--- src/hw/rtl/sipc_pkg.sv ---
// Shared types, constants and the method-word matcher for the SIP packet classifier.
// Depends on nothing; imported by sip_packet_classifier, its checker and the testbench.
package sipc_pkg;

    localparam int PREFIX_DEPTH = 9;
    localparam int PREFIX_IDX_W = $clog2(PREFIX_DEPTH);
    localparam int NUM_METHODS  = 13;
    localparam int WORD_W       = PREFIX_DEPTH * 8;

    localparam int IN_DATA_W  = 8;
    localparam int OUT_DATA_W = 136;
    localparam int OUT_USER_W = 4;
    localparam int CFG_DATA_W = 16;
    localparam int CFG_IDX_W  = 1;

    localparam logic [15:0] SIP_PORT_FIRST_RESET  = 16'd5060;
    localparam logic [15:0] SIP_PORT_SECOND_RESET = 16'd5061;

    localparam logic [7:0] PROTO_TCP = 8'd6;
    localparam logic [7:0] PROTO_UDP = 8'd17;
    localparam logic [3:0] IP_VERSION_4 = 4'd4;

    typedef enum logic [CFG_IDX_W-1:0] {
        CFG_PORT_FIRST  = 1'b0,
        CFG_PORT_SECOND = 1'b1
    } cfg_index_t;

    typedef enum logic [2:0] {
        ST_SIP        = 3'd0,
        ST_NOT_IPV4   = 3'd1,
        ST_BAD_IP     = 3'd2,
        ST_NOT_L4     = 3'd3,
        ST_BAD_L4     = 3'd4,
        ST_EMPTY      = 3'd5,
        ST_PORT       = 3'd6,
        ST_NO_METHOD  = 3'd7
    } status_t;

    typedef logic [PREFIX_DEPTH-1:0][7:0] prefix_t;

    // First character of each word sits in the top byte.
    localparam logic [WORD_W-1:0] METHOD_WORD [NUM_METHODS] = '{
        {"SIP/2.0",   16'h0},
        {"INVITE ",   16'h0},
        {"BYE ",      40'h0},
        {"ACK ",      40'h0},
        {"REGISTER",  8'h0},
        {"OPTIONS ",  8'h0},
        {"CANCEL ",   16'h0},
        {"NOTIFY ",   16'h0},
        {"SUBSCRIBE"},
        {"INFO ",     32'h0},
        {"REFER ",    24'h0},
        {"UPDATE ",   16'h0},
        {"PRACK ",    24'h0}
    };

    localparam logic [3:0] METHOD_CMP_LEN [NUM_METHODS] = '{
        4'd7, 4'd7, 4'd4, 4'd4, 4'd8, 4'd8, 4'd7, 4'd7, 4'd9, 4'd5, 4'd6, 4'd7, 4'd6
    };

    localparam logic [3:0] METHOD_MIN_LEN [NUM_METHODS] = '{
        4'd7, 4'd7, 4'd7, 4'd7, 4'd9, 4'd8, 4'd7, 4'd7, 4'd10, 4'd7, 4'd7, 4'd7, 4'd7
    };

    // True when the payload starts with a known word and is long enough for it.
    function automatic logic method_match(input prefix_t pre, input logic [15:0] plen);
        logic hit;
        logic eq;
        hit = 1'b0;
        for (int i = 0; i < NUM_METHODS; i++)
        begin
            eq = 1'b1;
            for (int k = 0; k < PREFIX_DEPTH; k++)
            begin
                if ((4'(k) < METHOD_CMP_LEN[i]) &&
                    (pre[k] != METHOD_WORD[i][(PREFIX_DEPTH-1-k)*8 +: 8]))
                begin
                    eq = 1'b0;
                end
            end
            if (eq && (plen >= {12'd0, METHOD_MIN_LEN[i]}))
            begin
                hit = 1'b1;
            end
        end
        return hit;
    endfunction

endpackage

--- src/hw/rtl/sip_packet_classifier.sv ---
// m_tvalid rises once the tlast beat's result has passed the snapshot and output registers.
// Throughput: one packet byte per cycle; s_tready falls only while the snapshot
// register and the output register both hold results and m_tready is low.
// Reset (rst_n, asynchronous, active low): parser state clears to zero, the SIP
// ports return to 5060 and 5061, and no result is pending.
// Header parser, snapshot stage and classifier for IPv4 UDP/TCP SIP packets.
// Depends on sipc_pkg.
module sip_packet_classifier
(
    input  logic                             clk,
    input  logic                             rst_n,
    input  logic                             s_tvalid,
    output logic                             s_tready,
    input  logic [sipc_pkg::IN_DATA_W-1:0]   s_tdata,   // packet_byte
    input  logic                             s_tlast,   // last_byte
    output logic                             m_tvalid,
    input  logic                             m_tready,
    // l4_protocol, source_address, destination_address, source_port,
    // destination_port, payload_offset, payload_length
    output logic [sipc_pkg::OUT_DATA_W-1:0]  m_tdata,
    output logic [sipc_pkg::OUT_USER_W-1:0]  m_tuser,   // status, is_sip
    input  logic                             cfg_wr_en,
    input  logic [sipc_pkg::CFG_IDX_W-1:0]   cfg_index,
    input  logic [sipc_pkg::CFG_DATA_W-1:0]  cfg_data
);
    import sipc_pkg::*;

    // Configuration
    logic [15:0] port_first_reg;
    logic [15:0] port_second_reg;

    // Live per-packet state
    logic [15:0] byte_index_reg,  byte_index_next;
    logic [7:0]  vihl_reg,        vihl_next;
    logic [15:0] total_len_reg,   total_len_next;
    logic [7:0]  proto_reg,       proto_next;
    logic [31:0] src_addr_reg,    src_addr_next;
    logic [31:0] dst_addr_reg,    dst_addr_next;
    logic [15:0] sport_reg,       sport_next;
    logic [15:0] dport_reg,       dport_next;
    logic [15:0] udp_len_reg,     udp_len_next;
    logic [5:0]  tcp_hdr_reg,     tcp_hdr_next;
    prefix_t     prefix_reg,      prefix_next;

    // Values after the current byte, before the end-of-packet clear
    logic [15:0] upd_total_len;
    logic [7:0]  upd_vihl;
    logic [7:0]  upd_proto;
    logic [31:0] upd_src_addr;
    logic [31:0] upd_dst_addr;
    logic [15:0] upd_sport;
    logic [15:0] upd_dport;
    logic [15:0] upd_udp_len;
    logic [5:0]  upd_tcp_hdr;
    prefix_t     upd_prefix;
    logic [15:0] upd_present;

    logic [5:0]  cur_ihl;
    logic [15:0] rel;
    logic [6:0]  poff;
    logic        poff_ok;
    logic [15:0] pdiff;

    // Snapshot of a finished packet
    logic        snap_valid_reg;
    logic [15:0] snap_present_reg;
    logic [7:0]  snap_vihl_reg;
    logic [15:0] snap_total_len_reg;
    logic [7:0]  snap_proto_reg;
    logic [31:0] snap_src_addr_reg;
    logic [31:0] snap_dst_addr_reg;
    logic [15:0] snap_sport_reg;
    logic [15:0] snap_dport_reg;
    logic [15:0] snap_udp_len_reg;
    logic [5:0]  snap_tcp_hdr_reg;
    prefix_t     snap_prefix_reg;

    // Classifier
    logic [15:0] c_ihl;
    logic [15:0] c_tcp;
    logic [15:0] c_span;
    logic [15:0] c_l4len;
    logic [15:0] c_udp_pay;
    logic [15:0] c_l4_pay;
    logic [15:0] c_plen;
    logic [15:0] c_off;
    logic        c_good;
    status_t     c_status;
    logic        c_port_hit;

    // Output register
    logic        out_valid_reg;
    status_t     out_status_reg;
    logic [7:0]  out_proto_reg;
    logic [31:0] out_src_addr_reg;
    logic [31:0] out_dst_addr_reg;
    logic [15:0] out_sport_reg;
    logic [15:0] out_dport_reg;
    logic [15:0] out_off_reg;
    logic [15:0] out_plen_reg;

    logic in_beat;
    logic out_load;

    // The output register frees up in the same cycle its beat is taken.
    assign s_tready = !(snap_valid_reg && out_valid_reg) || m_tready;
    assign in_beat  = s_tvalid && s_tready;
    assign out_load = snap_valid_reg && (!out_valid_reg || m_tready);

    always_ff @(posedge clk or negedge rst_n)
    begin
        if (!rst_n)
        begin
            port_first_reg  <= SIP_PORT_FIRST_RESET;
            port_second_reg <= SIP_PORT_SECOND_RESET;
        end
        else if (cfg_wr_en)
        begin
            unique case (cfg_index_t'(cfg_index))
                CFG_PORT_FIRST:  port_first_reg  <= cfg_data;
                CFG_PORT_SECOND: port_second_reg <= cfg_data;
                default:         port_first_reg  <= port_first_reg;
            endcase
        end
    end

    // Header field capture for one byte
    always_comb
    begin
        cur_ihl       = {vihl_reg[3:0], 2'b00};
        upd_vihl      = vihl_reg;
        upd_total_len = total_len_reg;
        upd_proto     = proto_reg;
        upd_src_addr  = src_addr_reg;
        upd_dst_addr  = dst_addr_reg;
        upd_sport     = sport_reg;
        upd_dport     = dport_reg;
        upd_udp_len   = udp_len_reg;
        upd_tcp_hdr   = tcp_hdr_reg;
        upd_prefix    = prefix_reg;
        rel           = byte_index_reg - {10'd0, cur_ihl};
        poff          = '0;
        poff_ok       = 1'b0;
        pdiff         = '0;

        priority if (byte_index_reg == 16'd0)
            upd_vihl = s_tdata;
        else if (byte_index_reg == 16'd2)
            upd_total_len[15:8] = s_tdata;
        else if (byte_index_reg == 16'd3)
            upd_total_len[7:0] = s_tdata;
        else if (byte_index_reg == 16'd9)
            upd_proto = s_tdata;
        else if (byte_index_reg >= 16'd12 && byte_index_reg <= 16'd15)
            upd_src_addr = {src_addr_reg[23:0], s_tdata};
        else if (byte_index_reg >= 16'd16 && byte_index_reg <= 16'd19)
            upd_dst_addr = {dst_addr_reg[23:0], s_tdata};
        else
            upd_vihl = vihl_reg;

        if (byte_index_reg != 16'd0 && cur_ihl >= 6'd20 &&
            byte_index_reg >= {10'd0, cur_ihl})
        begin
            priority if (rel <= 16'd1)
                upd_sport = {sport_reg[7:0], s_tdata};
            else if (rel <= 16'd3)
                upd_dport = {dport_reg[7:0], s_tdata};
            else if (rel <= 16'd5)
                upd_udp_len = {udp_len_reg[7:0], s_tdata};
            else if (rel == 16'd12)
                upd_tcp_hdr = {s_tdata[7:4], 2'b00};
            else
                upd_tcp_hdr = tcp_hdr_reg;

            // The TCP offset uses the header length taken from this very byte.
            if (proto_reg == PROTO_UDP)
            begin
                poff    = {1'b0, cur_ihl} + 7'd8;
                poff_ok = 1'b1;
            end
            else if (proto_reg == PROTO_TCP && upd_tcp_hdr != 6'd0)
            begin
                poff    = {1'b0, cur_ihl} + {1'b0, upd_tcp_hdr};
                poff_ok = 1'b1;
            end

            pdiff = byte_index_reg - {9'd0, poff};
            if (poff_ok && byte_index_reg >= {9'd0, poff} &&
                pdiff < 16'(PREFIX_DEPTH))
            begin
                upd_prefix[pdiff[PREFIX_IDX_W-1:0]] = s_tdata;
            end
        end

        upd_present = (byte_index_reg == 16'hFFFF) ? byte_index_reg : byte_index_reg + 16'd1;
    end

    // A finished packet leaves the live state cleared for the next one.
    always_comb
    begin
        byte_index_next = byte_index_reg;
        vihl_next       = vihl_reg;
        total_len_next  = total_len_reg;
        proto_next      = proto_reg;
        src_addr_next   = src_addr_reg;
        dst_addr_next   = dst_addr_reg;
        sport_next      = sport_reg;
        dport_next      = dport_reg;
        udp_len_next    = udp_len_reg;
        tcp_hdr_next    = tcp_hdr_reg;
        prefix_next     = prefix_reg;
        if (in_beat)
        begin
            if (s_tlast)
            begin
                byte_index_next = '0;
                vihl_next       = '0;
                total_len_next  = '0;
                proto_next      = '0;
                src_addr_next   = '0;
                dst_addr_next   = '0;
                sport_next      = '0;
                dport_next      = '0;
                udp_len_next    = '0;
                tcp_hdr_next    = '0;
                prefix_next     = '0;
            end
            else
            begin
                byte_index_next = upd_present;
                vihl_next       = upd_vihl;
                total_len_next  = upd_total_len;
                proto_next      = upd_proto;
                src_addr_next   = upd_src_addr;
                dst_addr_next   = upd_dst_addr;
                sport_next      = upd_sport;
                dport_next      = upd_dport;
                udp_len_next    = upd_udp_len;
                tcp_hdr_next    = upd_tcp_hdr;
                prefix_next     = upd_prefix;
            end
        end
    end

    always_ff @(posedge clk or negedge rst_n)
    begin
        if (!rst_n)
        begin
            byte_index_reg <= '0;
            vihl_reg       <= '0;
            total_len_reg  <= '0;
            proto_reg      <= '0;
            src_addr_reg   <= '0;
            dst_addr_reg   <= '0;
            sport_reg      <= '0;
            dport_reg      <= '0;
            udp_len_reg    <= '0;
            tcp_hdr_reg    <= '0;
            prefix_reg     <= '0;
        end
        else
        begin
            byte_index_reg <= byte_index_next;
            vihl_reg       <= vihl_next;
            total_len_reg  <= total_len_next;
            proto_reg      <= proto_next;
            src_addr_reg   <= src_addr_next;
            dst_addr_reg   <= dst_addr_next;
            sport_reg      <= sport_next;
            dport_reg      <= dport_next;
            udp_len_reg    <= udp_len_next;
            tcp_hdr_reg    <= tcp_hdr_next;
            prefix_reg     <= prefix_next;
        end
    end

    always_ff @(posedge clk or negedge rst_n)
    begin
        if (!rst_n)
        begin
            snap_valid_reg <= 1'b0;
        end
        else if (in_beat && s_tlast)
        begin
            snap_valid_reg <= 1'b1;
        end
        else if (out_load)
        begin
            snap_valid_reg <= 1'b0;
        end
    end

    always_ff @(posedge clk)
    begin
        if (in_beat && s_tlast)
        begin
            snap_present_reg   <= upd_present;
            snap_vihl_reg      <= upd_vihl;
            snap_total_len_reg <= upd_total_len;
            snap_proto_reg     <= upd_proto;
            snap_src_addr_reg  <= upd_src_addr;
            snap_dst_addr_reg  <= upd_dst_addr;
            snap_sport_reg     <= upd_sport;
            snap_dport_reg     <= upd_dport;
            snap_udp_len_reg   <= upd_udp_len;
            snap_tcp_hdr_reg   <= upd_tcp_hdr;
            snap_prefix_reg    <= upd_prefix;
        end
    end

    // Classification of the snapshot
    always_comb
    begin
        c_ihl      = {10'd0, snap_vihl_reg[3:0], 2'b00};
        c_tcp      = {10'd0, snap_tcp_hdr_reg};
        c_span     = (snap_present_reg < snap_total_len_reg) ?
                     snap_present_reg : snap_total_len_reg;
        c_l4len    = c_span - c_ihl;
        c_udp_pay  = snap_udp_len_reg - 16'd8;
        c_l4_pay   = c_l4len - 16'd8;
        c_plen     = '0;
        c_off      = '0;
        c_good     = 1'b0;
        c_status   = ST_SIP;
        c_port_hit = (snap_sport_reg == port_first_reg) ||
                     (snap_sport_reg == port_second_reg) ||
                     (snap_dport_reg == port_first_reg) ||
                     (snap_dport_reg == port_second_reg);

        priority if (snap_vihl_reg[7:4] != IP_VERSION_4)
            c_status = ST_NOT_IPV4;
        else if (c_ihl > snap_total_len_reg || c_ihl < 16'd20)
            c_status = ST_BAD_IP;
        else if (c_span < c_ihl)
            c_status = ST_BAD_IP;
        else if (snap_proto_reg == PROTO_UDP)
        begin
            if (c_l4len < 16'd8 || snap_udp_len_reg < 16'd8)
                c_status = ST_BAD_L4;
            else
            begin
                c_plen = (c_udp_pay < c_l4_pay) ? c_udp_pay : c_l4_pay;
                c_off  = c_ihl + 16'd8;
                c_good = 1'b1;
            end
        end
        else if (snap_proto_reg == PROTO_TCP)
        begin
            if (c_l4len < 16'd20 || c_tcp < 16'd20 || c_tcp > c_l4len)
                c_status = ST_BAD_L4;
            else
            begin
                c_plen = c_l4len - c_tcp;
                c_off  = c_ihl + c_tcp;
                c_good = 1'b1;
            end
        end
        else
            c_status = ST_NOT_L4;

        if (c_good)
        begin
            priority if (c_plen == 16'd0)
                c_status = ST_EMPTY;
            else if (!c_port_hit)
                c_status = ST_PORT;
            else if (!method_match(snap_prefix_reg, c_plen))
                c_status = ST_NO_METHOD;
            else
                c_status = ST_SIP;
        end
    end

    always_ff @(posedge clk or negedge rst_n)
    begin
        if (!rst_n)
        begin
            out_valid_reg <= 1'b0;
        end
        else if (out_load)
        begin
            out_valid_reg <= 1'b1;
        end
        else if (m_tready)
        begin
            out_valid_reg <= 1'b0;
        end
    end

    always_ff @(posedge clk)
    begin
        if (out_load)
        begin
            out_status_reg   <= c_status;
            out_proto_reg    <= snap_proto_reg;
            out_src_addr_reg <= snap_src_addr_reg;
            out_dst_addr_reg <= snap_dst_addr_reg;
            out_sport_reg    <= c_good ? snap_sport_reg : 16'd0;
            out_dport_reg    <= c_good ? snap_dport_reg : 16'd0;
            out_off_reg      <= c_off;
            out_plen_reg     <= c_plen;
        end
    end

    assign m_tvalid = out_valid_reg;
    assign m_tdata  = {out_plen_reg, out_off_reg, out_dport_reg, out_sport_reg,
                       out_dst_addr_reg, out_src_addr_reg, out_proto_reg};
    assign m_tuser  = {(out_status_reg == ST_SIP), out_status_reg};

endmodule

--- config.mk ---
export PLATFORM = sky130hd
export DESIGN_NAME = sip_packet_classifier
export DESIGN_NICKNAME = d
export VERILOG_FILES = /design/src/hw/rtl/sipc_pkg.sv /design/src/hw/rtl/sip_packet_classifier.sv
export SDC_FILE = /design/constraint.sdc
export NUM_CORES = 1
export LEC_CHECK = 0
export BUFFER_PORTS_ARGS = -buffer_cell sky130_fd_sc_hd__buf_4
export CORE_MARGIN = 2
export CORE_UTILIZATION = 62
export CTS_CLUSTER_SIZE = 14
export DETAILED_ROUTE_END_ITERATION = 16
export PLACE_DENSITY = 0.82
export REMOVE_ABC_BUFFERS = 1
export SYNTH_ARGS = -nofsm -noshare
export SYNTH_HDL_FRONTEND = slang
export SYNTH_SLANG_ARGS = --single-unit
--- constraint.sdc ---
create_clock -name clk -period 16.7 [get_ports clk]
set_input_delay 0.835 -clock clk [delete_from_list [all_inputs] [get_ports clk]]
set_output_delay 0.835 -clock clk [all_outputs]
set_load 0.02 [all_outputs]
==> summary.txt <==
Logic synthesis
  – Synthesis Warnings: 0
  – Synth cell count leaders: edfxtp_1 (368), dfrtp_1 (259), mux2_2 (259), a22o_1 (164), nand2_1 (159)
  – Ys flop type: edfxtp_1
  – Number of enable-type register cells in the synthesized netlist: 368
  – Leading area contributor after synthesis: edfxtp_1
  – Leading post-synthesis cells by cell area: edfxtp_1 (35%), dfrtp_1 (20%), mux2_2 (9.2%)
  – Synth async-reset ratio: 0.425
  – Sequential fraction of the synthesis area: 0.561
  – Number of synthesized register bits: 640
  – Syn Area/Cell: 12.3 um2
  – Yosys cell types: 90
  – Share of the synthesized area in the top cell type: 0.347
  – Synth Instances: 2592
  – Mapped cell area: 31900 um2
  – Most frequent cell after synthesis: edfxtp_1

CTS
  – Clock-pin slew on the worst setup and hold paths: 0.06 ns
  – H-tree depth: 3
  – Max Buffers Root-to-Sink: 3
  – Clock Latency Late Sink: 0.62 ns
  – CTS hold repair buffers: 0
  – Sink Count: 640
  – Setup repair bufs after CTS: 0
  – Root Buffer: clkbuf_16
  – TritonCTS buffer count: 66
  – TritonCTS clock tree: built
  – Post-CTS resize count: 0

Power and ir drop
  – Total power draw: 3.83 mW
  – Lkg Pwr: 14.3 nW
  – Gate power share: 0.136
  – Cell Pwr Density: 107 nW/um2
  – Sequential share of power: 0.468
  – Clk pwr share: 0.396
  – Switch Pwr: 1.04 mW
  – Switching share of power: 0.270
  – VDD IR-drop max: 0.000108 V
  – P_int: 2.80 mW

STA
  – Fin crit period: 9.54 ns
  – Worst Max-Slew Pin Slew: 1.22 ns
  – Hold slack: 0.337 ns
  – Final Cycle Share: 0.571
  – RSZ-0062 raised after global routing: false
  – Max_slew headroom: 0.177
  – Slew Viols, Final: 0
  – Final setup vio count: 0
  – Worst Skew: 0.0279 ns
  – Fin. Hold Viols: 0
  – Max Freq: 105 MHz

Setup path
  – Worst setup EP type: flip-flop
  – Nature of the critical path startpoint: flip-flop
  – Critical Path RT: 17.03 ns
  – Worst EP arrival: 9.88 ns
  – Reg2reg start: snap_total_len_reg[14]$_DFFE_PP_
  – CP max stage delay: 0.58 ns
  – Crit Path Class: reg2reg
  – Crit path top cell by count: ha_1
  – Crit path from: snap_total_len_reg[14]$_DFFE_PP_
  – Crit Path Max Fanout: 21
  – Critical Path Slowest Stage Cell: a221o_1

Die
  – Die area: 53200 um2
  – CORE AREA: 51100 um2
  – # IOs: 173
  – Die height: 231 um
  – Initial Util: 0.623
  – FP Rows: 83
  – Die Width: 231 um

Route
  – Drt first pass iters: 6
  – Drc violations: 0
  – Routed WL per cell: 25.1 um
  – DR iter-0 viols: 2367
  – Vias per cell: 6.62
  – Final ANT Viol Nets: 0
  – Routed wire length: 86600 um
  – Vias: 22834

GRT
  – Initial antenna violation count: 1
  – Gr ovfl total: 0
  – Pin count of the biggest net entering global routing: 157
  – First-pass GRT wire length: 134000 um
  – Vias in the first global route: 22656
  – Gr usage total: 0.325

Place
  – Port bufs: 163
  – Final GP Congestion: 1.06
  – HPWL after DPL: 58000 um

Layout
  – N_diodes: 0
  – P&R area growth vs syn: 12.6%
  – # fillers: 3486
  – Final nets: 2822
  – Proportion of layout cells with a drive suffix above 1: 0.220

Min path
  – Worst Hold Class: in2async

Outcome
  – Status: finished clean

Job
  – Max cap viols: 0
-- routing by layer --
layer  GRT usage  share of wire  up-vias
met1       0.458           0.42    11516
met2       0.519           0.48      996
met3      0.0498          0.069      184
met4       0.114          0.031        0
li1            -              -    10138
met5           0              0        -
-- critical path: cells and delay by family (launching register included) --
family | cells | cell delay, ns
fa+ha+maj | 3 | 1.21
compound gates | 12 | 3.44
buf+inv | 2 | 0.31
simple gates | 12 | 3.50
flops | 1 | 0.52
xor+xnor | 1 | 0.24
-- power groups by stage --
| stage | clock network [mW] | logic, mW | registers (mW) |
|---|---|---|---|
| after floorplan | 0 | 0.295 | 1.85 |
| after global placement | 0 | 0.502 | 1.82 |
| after detailed placement | 0 | 0.510 | 1.83 |
| after CTS | 1.54 | 0.513 | 1.79 |
| after global routing | 1.59 | 0.559 | 1.80 |
| final | 1.52 | 0.520 | 1.80 |
-- through the flow --
stage | setup slack (ns) | instances | util | cell area, um2 | TNS, ns
floorplan | -3.30 | 2455 | - | 31300 | -785.14
global placement | 7.65 | 3325 | 0.658 | 33600 | 0
detailed placement | 7.60 | 3325 | 0.658 | 33600 | 0
CTS | 7.50 | 3447 | 0.702 | 35900 | 0
global route | 6.73 | 3447 | 0.702 | 35900 | 0
finish | 7.16 | 3447 | 0.702 | 35900 | 0
-- cells by family after synthesis --
family,Yosys count,synth area share
AOI/OAI and AO/OA,590,0.136
xor gates and xnor gates,128,0.0352
adders and majority gates,78,0.0321
buffers and inverters,211,0.0271
DFF,640,0.561
muxes,272,0.0956
other,1,0.000118
and+or+nand+nor,672,0.113
-- worst paths after layout --
| kind | slack, ns | cells past startpoint | endpoint |
|---|---|---|---|
| worst min-delay path | 0.34 | 1 | port_first_reg[1]$_DFFE_PN0P_ |
| min in group clk | 0.42 | 0 | out_src_addr_reg[8]$_DFFE_PP_ |
| worst min register to register | 0.42 | 0 | out_src_addr_reg[8]$_DFFE_PP_ |
| max in group asynchronous | 14.91 | 2 | src_addr_reg[9]$_DFFE_PN0P_ |
| worst max register to register | 7.16 | 30 | out_status_reg[1]$_DFFE_PP_ |
| worst max-delay path | 7.16 | 30 | out_status_reg[1]$_DFFE_PP_ |
-- cells in the final DEF, fill, tap and decap left out, drive strengths merged, types with 9 or more instances in the layout --
master,instances
nand2,160
or3,12
nand4b,10
and2,16
or2,13
o21a,12
dfrtp,259
o2111ai,15
nor2,120
xor2,31
xnor2,97
a31oi,10
a22oi,80
nor3,43
nor2b,55
a21oi,52
ha,72
dfstp,13
or4,16
o211ai,19
a21o,15
a22o,164
nand2b,12
nor4,38
nand3b,11
mux2i,13
and3,19
mux2,259
nand4,56
nand3,49
conb,9
buf,190
o22ai,19
clkinv,14
o21ai,130
edfxtp,368
inv,73
nor4b,14
clkbuf,95
-- area by class of cell --
type                            count  area, um2  area share
Tap cell                          680        851      0.0237
Sequential cell                   640      17900       0.498
Clock inverter                     27        374      0.0104
Multi-Input combinational cell   1749      13200       0.368
Clock buffer                       95       1850      0.0516
Timing Repair Buffer              190       1460      0.0407
Inverter                           66        248     0.00691
No activity file was read; power rests on OpenSTA's default activity.
